### config.mk
export PLATFORM = sky130hd
export DESIGN_NAME = c8ic_frame
export DESIGN_NICKNAME = d
export VERILOG_FILES = /design/src/design/c8ic_pkg.sv /design/src/design/c8ic_frame.sv
export SDC_FILE = /design/constraint.sdc
export NUM_CORES = 2
export LEC_CHECK = 0
export ABC_AREA = 1
export ABC_CLOCK_PERIOD_IN_PS = 1550
export BUFFER_PORTS_ARGS = -buffer_cell sky130_fd_sc_hd__buf_2
export CAP_MARGIN = 15
export CORE_MARGIN = 2
export CORE_UTILIZATION = 40
export CTS_CLUSTER_SIZE = 10
export DETAILED_ROUTE_END_ITERATION = 8
export PLACE_DENSITY = 0.59
export SYNTH_ARGS = -nofsm -noshare
export SYNTH_HDL_FRONTEND = slang
export SYNTH_SLANG_ARGS = --single-unit
### constraint.sdc
create_clock -name clk -period 1.55 [get_ports clk]
set_clock_uncertainty 0.15 [all_clocks]
set_input_delay 0.0775 -clock clk [delete_from_list [all_inputs] [get_ports clk]]
set_output_delay 0.0775 -clock clk [all_outputs]
set_load 0.005 [all_outputs]
### src/design/c8ic_pkg.sv
// Package for the CHIP-8 instruction core: item kinds, opcode groups and sequencer types.
// No dependencies.
`timescale 1ns / 1ps
`default_nettype none
package c8ic_pkg;
	localparam logic [1:0] KIND_LOAD = 2'd0;
	localparam logic [1:0] KIND_EXEC = 2'd1;
	localparam logic [1:0] KIND_READ = 2'd2;

	localparam logic [3:0] GRP_SYS   = 4'h0;
	localparam logic [3:0] GRP_JP    = 4'h1;
	localparam logic [3:0] GRP_CALL  = 4'h2;
	localparam logic [3:0] GRP_SEQK  = 4'h3;
	localparam logic [3:0] GRP_SNEK  = 4'h4;
	localparam logic [3:0] GRP_SEQV  = 4'h5;
	localparam logic [3:0] GRP_LDK   = 4'h6;
	localparam logic [3:0] GRP_ADDK  = 4'h7;
	localparam logic [3:0] GRP_ALU   = 4'h8;
	localparam logic [3:0] GRP_SNEV  = 4'h9;
	localparam logic [3:0] GRP_LDI   = 4'hA;
	localparam logic [3:0] GRP_JPV0  = 4'hB;
	localparam logic [3:0] GRP_DRW   = 4'hD;

	localparam logic [3:0] ALU_MOV = 4'h0;
	localparam logic [3:0] ALU_OR  = 4'h1;
	localparam logic [3:0] ALU_AND = 4'h2;
	localparam logic [3:0] ALU_XOR = 4'h3;
	localparam logic [3:0] ALU_ADD = 4'h4;
	localparam logic [3:0] ALU_SUB = 4'h5;
	localparam logic [3:0] ALU_SHR = 4'h6;
	localparam logic [3:0] ALU_SBN = 4'h7;
	localparam logic [3:0] ALU_SHL = 4'hE;

	localparam logic [15:0] OP_CLS = 16'h00E0;
	localparam logic [15:0] OP_RET = 16'h00EE;

	// Result flags passed from the sequencer to the output stage.
	typedef struct packed {
		logic drawn;
		logic unsup;
		logic fault;
	} c8ic_flags_t;

	// Shared 8-bit ALU result.
	typedef struct packed {
		logic [7:0] res;
		logic       flag;
	} c8ic_alu_t;

	function automatic c8ic_alu_t c8ic_alu(input logic [3:0] fn, input logic [7:0] a,
			input logic [7:0] b);
		c8ic_alu_t r;
		logic [8:0] s;
		s = 9'd0;
		r.res = b;
		r.flag = 1'b0;
		case (fn)
			ALU_MOV: r.res = b;
			ALU_OR:  r.res = a | b;
			ALU_AND: r.res = a & b;
			ALU_XOR: r.res = a ^ b;
			ALU_ADD: begin
				s = {1'b0, a} + {1'b0, b};
				r.res = s[7:0];
				r.flag = s[8];
			end
			ALU_SUB: begin
				r.res = a - b;
				r.flag = (a >= b);
			end
			ALU_SHR: begin
				r.res = {1'b0, a[7:1]};
				r.flag = a[0];
			end
			ALU_SBN: begin
				r.res = b - a;
				r.flag = (b >= a);
			end
			ALU_SHL: begin
				r.res = {a[6:0], 1'b0};
				r.flag = a[7];
			end
			default: r.res = b;
		endcase
		return r;
	endfunction
endpackage
`default_nettype wire

### src/design/c8ic_frame.sv
// Frame store of the CHIP-8 core: 32 rows of 64 pixels, one row read and one row written per cycle.
// Depends on c8ic_pkg.
`timescale 1ns / 1ps
`default_nettype none
module c8ic_frame
	import c8ic_pkg::*;
(
	input  wire logic        clk,
	input  wire logic        arst_n,
	input  wire logic        clr,
	input  wire logic        we,
	input  wire logic [4:0]  waddr,
	input  wire logic [63:0] wdata,
	input  wire logic [4:0]  raddr,
	output logic      [63:0] rdata
);
	logic [63:0] row_q [32];
	logic [31:0] valid_q;

	always_ff @(posedge clk or negedge arst_n) begin
		if (!arst_n) begin
			valid_q <= '0;
		end else if (clr) begin
			valid_q <= '0;
		end else if (we) begin
			valid_q[waddr] <= 1'b1;
		end
	end

	always_ff @(posedge clk) begin
		if (we) begin
			row_q[waddr] <= wdata;
		end
	end

	// Rows never written since the last clear read as blank.
	always_ff @(posedge clk) begin
		rdata <= (valid_q[raddr] && !(we && waddr == raddr)) ? row_q[raddr] :
			((we && waddr == raddr) ? wdata : 64'd0);
	end
endmodule
`default_nettype wire

## Yosys cells after proc, flatten, opt, wreduce, memory -nomap -nowiden

Memory sizes are Yosys's and may differ from the RTL's.
Index checks and enable logic that the tools add are counted.

| word-level totals | value |
|---|---|
| register bits after elaboration | 96 |
| bits in writable memories | 2048 |
| input bits | 78 |
| output and inout bits | 64 |
| memories kept | 1 |

| cells by class | value |
|---|---|
| order comparisons | 3 |
| eq/ne operators | 1 |
| multiplexer cells | 10 |
| bitwise logic cells | 1 |
| reductions and logical operators | 5 |

Memories:

| name | depth | width | rd ports | clocked after Yosys merged registers in | wr ports | line | source |
|---|---|---|---|---|---|---|---|
| row_q | 32 | 64 | 1 | 0 | 1 | c8ic_frame.sv:17 | `logic [63:0] row_q [32];` |

Operators with widths:

| kind | count |
|---|---|
| 64-bit two-way mux | 2 |
| 32-bit two-way mux | 2 |
| 32-bit OR | 1 |
| 5-bit by 6-bit less-than comparator with 1-bit output (second input constant) | 2 |
| 1-bit binary-select mux with 5-bit select | 1 |
| 1-bit demux with 5-bit select | 1 |
| 5-bit == test | 1 |
| 5-bit by 1-bit >= comparator with 1-bit output (second input constant) | 1 |
| 1-bit two-way mux | 4 |
| 1-bit logical AND | 3 |
| 2-bit nonzero test | 1 |
| 1-bit logical NOT | 1 |

## Logic depth before layout (Yosys ltp)

| depth | value |
|---|---|
| word-level depth | 7 |
| mapped depth | 14 |
| mapped depth without buffers | 11 |

## Worst setup path before layout

Ideal clock, no wire load.

| path | value |
|---|---|
| kind | input port to flip-flop |
| start | input port we |
| end | memory row_q[31][0] (enable) |
| library setup time | 0.488 ns |
| data arrival time | 3.173 ns |
| required time | 0.912 ns |
| path slack | -2.260 ns |
| stages on the path | 4 |
| buffers on the path | 0 |
| path through | inv_1 > nor3_1 > inv_1 > nor2_1 |

| between the ends | value |
|---|---|
| longest elaborated chain between the ends | 2 |

RTL lines:

| element | line | source |
|---|---|---|
| start, declared | c8ic_frame.sv:11 | `input wire logic we,` |
| 1-bit two-way mux | c8ic_frame.sv:31 | `if (we) begin` |
| 1-bit two-way mux (implied by the code) | c8ic_frame.sv:32 | `row_q[waddr] <= wdata;` |
| end, declared | c8ic_frame.sv:17 |  |

Every way passes these cells.

## Final worst setup path

| path | value |
|---|---|
| start | register valid_q[19] |
| end | register rdata[38] |

| between the ends | value |
|---|---|
| longest elaborated chain between the ends | 4 |

RTL lines:

| element | line | source |
|---|---|---|
| start, declared | c8ic_frame.sv:18 | `logic [31:0] valid_q;` |
| start signal, assigned | c8ic_frame.sv:22 | `valid_q <= '0;` |
| start signal, assigned | c8ic_frame.sv:24 | `valid_q <= '0;` |
| start signal, assigned by index | c8ic_frame.sv:26 | `valid_q[waddr] <= 1'b1;` |
| 1-bit binary-select mux with 5-bit select | c8ic_frame.sv:38 | `rdata <= (valid_q[raddr] && !(we && waddr == raddr)) ? row_q[raddr] :` |
| 1-bit two-way mux (implied by the code) | c8ic_frame.sv:38 |  |
| 1-bit logical AND | c8ic_frame.sv:38 |  |
| 64-bit two-way mux | c8ic_frame.sv:38 |  |
| end signal, assigned | c8ic_frame.sv:38 |  |
| end, declared | c8ic_frame.sv:15 | `output logic [63:0] rdata` |

Every way passes these cells. The select of a mux whose other input is x is not followed.
A chain may end at the register's enable or synchronous reset.

==> impl_results.md <==
* Outcome: complete, but fails checks
* Failing checks: negative hold slack, negative setup slack
* Footprint of the multi-input gates at 0.0211 mm^2
* Die width at 482 um
* Worst setup EP type: flip-flop
* Period utilization at 1.14
* Count of pins over their slew limit at 0
* Vias per cell at 5.10
* Fin. Hold Viols at 84
* DR pass1 iterations at 6
* Worst path bufs/invs at 2
* Fraction of layout cells with a size suffix above 1 at 0.131
* Met2 Wirelength at 130000 um
* Routed WL at 284000 um
* Crit path time final at 1760 ps
* Post-Route M1 WL at 121000 um
* Post-DP Area at 0.102 mm^2
* Register area share after synthesis at 0.696
* Post-DP HPWL at 166000 um
* First-pass GRT wire length at 409000 um
* Remaining global-route overflow at 0
* Headroom to the max-slew limit at 0.413
* Leakage power at 0.0474 uW
* CTS H-tree lvls at 4
* Die height at 482 um
* IO Count at 142
* Netlist cell types at 22
* Largest net degree at the start of global routing at 71
* Max VDD drop at 1230 uV
* Final setup violation count at 176
* Required time of the critical path at 2130 ps
* Power Density at 1120 mW/mm^2
* Post-Syn Instances at 8832
* Die ar. at 0.232 mm^2
* Avg WL per Cell at 22.2 um
* Slew at the pin closest to its max-slew limit at 880 ps
* Crit-path cells: nand2_1 > nand3_1 > nand3_1 > nand3_2 > nand3_4 > nand2_8 > buf_16 > buf_12 > nand3_4 > nand2_2
* Filler Cell Count at 20288
* Port Buffers at 141
* Syn avg cell area at 10.4 um^2
* Unrepaired setup endpoints after global routing: yes
* WP data arrival at 2350 ps
* Critical path class: reg2reg
* Crit Path Max Fanout at 8
* Syn-to-layout area delta at 23.1%
* CTS tree: done
* Nets at 9649
* DR iter-0 viols at 6819
* Yosys warning count at 0
* Crit-path slowest cell: dfrtp_1
* Met3 WL at 25800 um
* CTS Buffer Depth at 3
* GRT Resource Usage Total at 0.237
* Design area at 0.113 mm^2
* DP Worst Slack at -559 ps
* Fin Hold WS at -116 ps
* Syn_nets at 8910
* Vias in the first global route at 62059
* Core Rows at 175
* Total CTS buffers at 237
* Netlist Area Pre-Place at 0.0914 mm^2
* DR top layer: met5
* Final ANT Viol Nets at 0
* CP Launch Type: flip-flop
* Initial antenna violation count at 10
* Clock Pin Slew Worst Setup and Hold Paths at 60 ps
* Fmax at 567 MHz
* Max-cap violation count at 0
* #FFs+latches synth at 2144
* Setup WS post-layout at -213 ps
* Final GP Congestion at 0.855
* Clock Latency Late Sink at 890 ps
* Initial core utilization at 0.402
* Hold WC Path Type: in2reg
* DRC at 0
* Slowest stage delay, CP at 370 ps
* Register area at 0.0637 mm^2
* CTS root buf: clkbuf_16
* Core ar. at 0.227 mm^2
* Via count at 65238
* Flop2flop setup slack at -210 ps
* CTS Sinks at 2144
* CP delay by family, top: simple AND/OR/NAND/NOR gates
-- layout make-up --
class,instances,area share
inverter,1304,0.0444
clock buffer,426,0.0598
clock inverter,18,0.00294
multi-input combinational,4916,0.188
sequential,2144,0.566
tap,3009,0.0335
timing repair buffer,968,0.106
antenna,2,0.0000445
-- sequential cells by signal (all words and copies together) (netlist names) --
name	count
rdata	64
row_q	2048
valid_q	32
-- cells in the final DEF, fill, tap and decap left out, types with 2 or more instances in the layout --
| cell type | instances |
|---|---|
| edfxtp_1 | 2048 |
| nand2_1 | 3273 |
| clkinvlp_4 | 2 |
| buf_2 | 95 |
| bufinv_16 | 2 |
| nand3_4 | 14 |
| inv_1 | 1287 |
| nand3_2 | 45 |
| nand3_1 | 1444 |
| inv_8 | 2 |
| clkinv_8 | 3 |
| clkbuf_16 | 253 |
| clkinv_2 | 3 |
| clkbuf_1 | 182 |
| o22ai_1 | 3 |
| inv_4 | 2 |
| clkbuf_8 | 5 |
| dlygate4sd3_1 | 135 |
| dfxtp_4 | 19 |
| nor3_1 | 5 |
| dfrtp_1 | 32 |
| nor2_4 | 32 |
| clkinv_16 | 7 |
| nor3_2 | 7 |
| buf_16 | 5 |
| inv_6 | 5 |
| nand2_4 | 4 |
| diode_2 | 2 |
| dlymetal6s4s_1 | 5 |
| nand2_2 | 21 |
| inv_2 | 7 |
| dfxtp_1 | 11 |
| buf_12 | 312 |
| dfxtp_2 | 34 |
| nor2_1 | 65 |
| buf_4 | 343 |
| buf_8 | 5 |
| buf_6 | 53 |
-- tightest hold or removal path: stages --
cell     delay [ps]
buf_6           150
buf_4           170
nand3_4         110
nand2_8          90
buf_6           150
nand3_1          70
nand2_1          40
-- per-layer routing --
metal | vias to the layer above | global-route usage
li1 | 30175 | -
met1 | 31691 | 0.341
met2 | 2897 | 0.374
met3 | 465 | 0.0382
met4 | 10 | 0.0640
met5 | - | 0
-- worst paths after layout --
kind	endpoint	cells after the start	start
max in group asynchronous	valid_q[23]$_DFFE_PN0P_	3	arst_n
min	rdata[13]$_DFF_P_	7	raddr[4]
min in group asynchronous	valid_q[0]$_DFFE_PN0P_	3	arst_n
max reg2reg	rdata[38]$_DFF_P_	10	valid_q[19]$_DFFE_PN0P_
min reg2reg	valid_q[29]$_DFFE_PN0P_	2	valid_q[29]$_DFFE_PN0P_
max	rdata[38]$_DFF_P_	10	valid_q[19]$_DFFE_PN0P_
-- logic make-up after synthesis --
family / synth area share
AO/OA/AOI/OAI: 0.000397
buffers and inverters: 0.0817
flip-flops: 0.696
AND/OR/NAND/NOR: 0.222
-- per-stage QoR --
step / total power [uW] / util / instances / TNS (ps)
2_1_floorplan: 70200 / - / 8832 / -1019100
3_3_place_gp: 74800 / 0.450 / 12154 / -659540
3_5_place_dp: 74800 / 0.450 / 12154 / -683740
4_1_cts: 127000 / 0.490 / 12742 / -8900
5_1_grt: 130000 / 0.495 / 12786 / -16110
6_report: 127000 / 0.495 / 12787 / -11100
-- power breakdown --
group / switching, uW / internal (uW)
logic: 6390 / 3490
registers: 333 / 64300
clock network: 22600 / 29400
total: 29400 / 97200
-- synthesized netlist by cell type (all sizes together) --
cell type | number | area [um^2]
nand3 | 1503 | 7520
nor3 | 12 | 60.1
nor2 | 97 | 364
dfxtp | 64 | 1280
inv | 1304 | 4900
dfrtp | 32 | 801
clkbuf | 94 | 354
nand2 | 3299 | 12400
edfxtp | 2048 | 61500
buf | 374 | 2210
o22ai | 3 | 18.8
a21oi | 1 | 8.76
a221oi | 1 | 8.76
-- timing repair --
item                                     CTS  global route
gates cloned                               0            14
setup buffers                              2            23
endpoints found under the hold margin   2218           279
resized for setup                        133           117
pin swaps                                  4            64
endpoints found under the setup margin   122          1008
hold buffers                             142            12
Note: power is estimated with default switching activity, not from simulation.
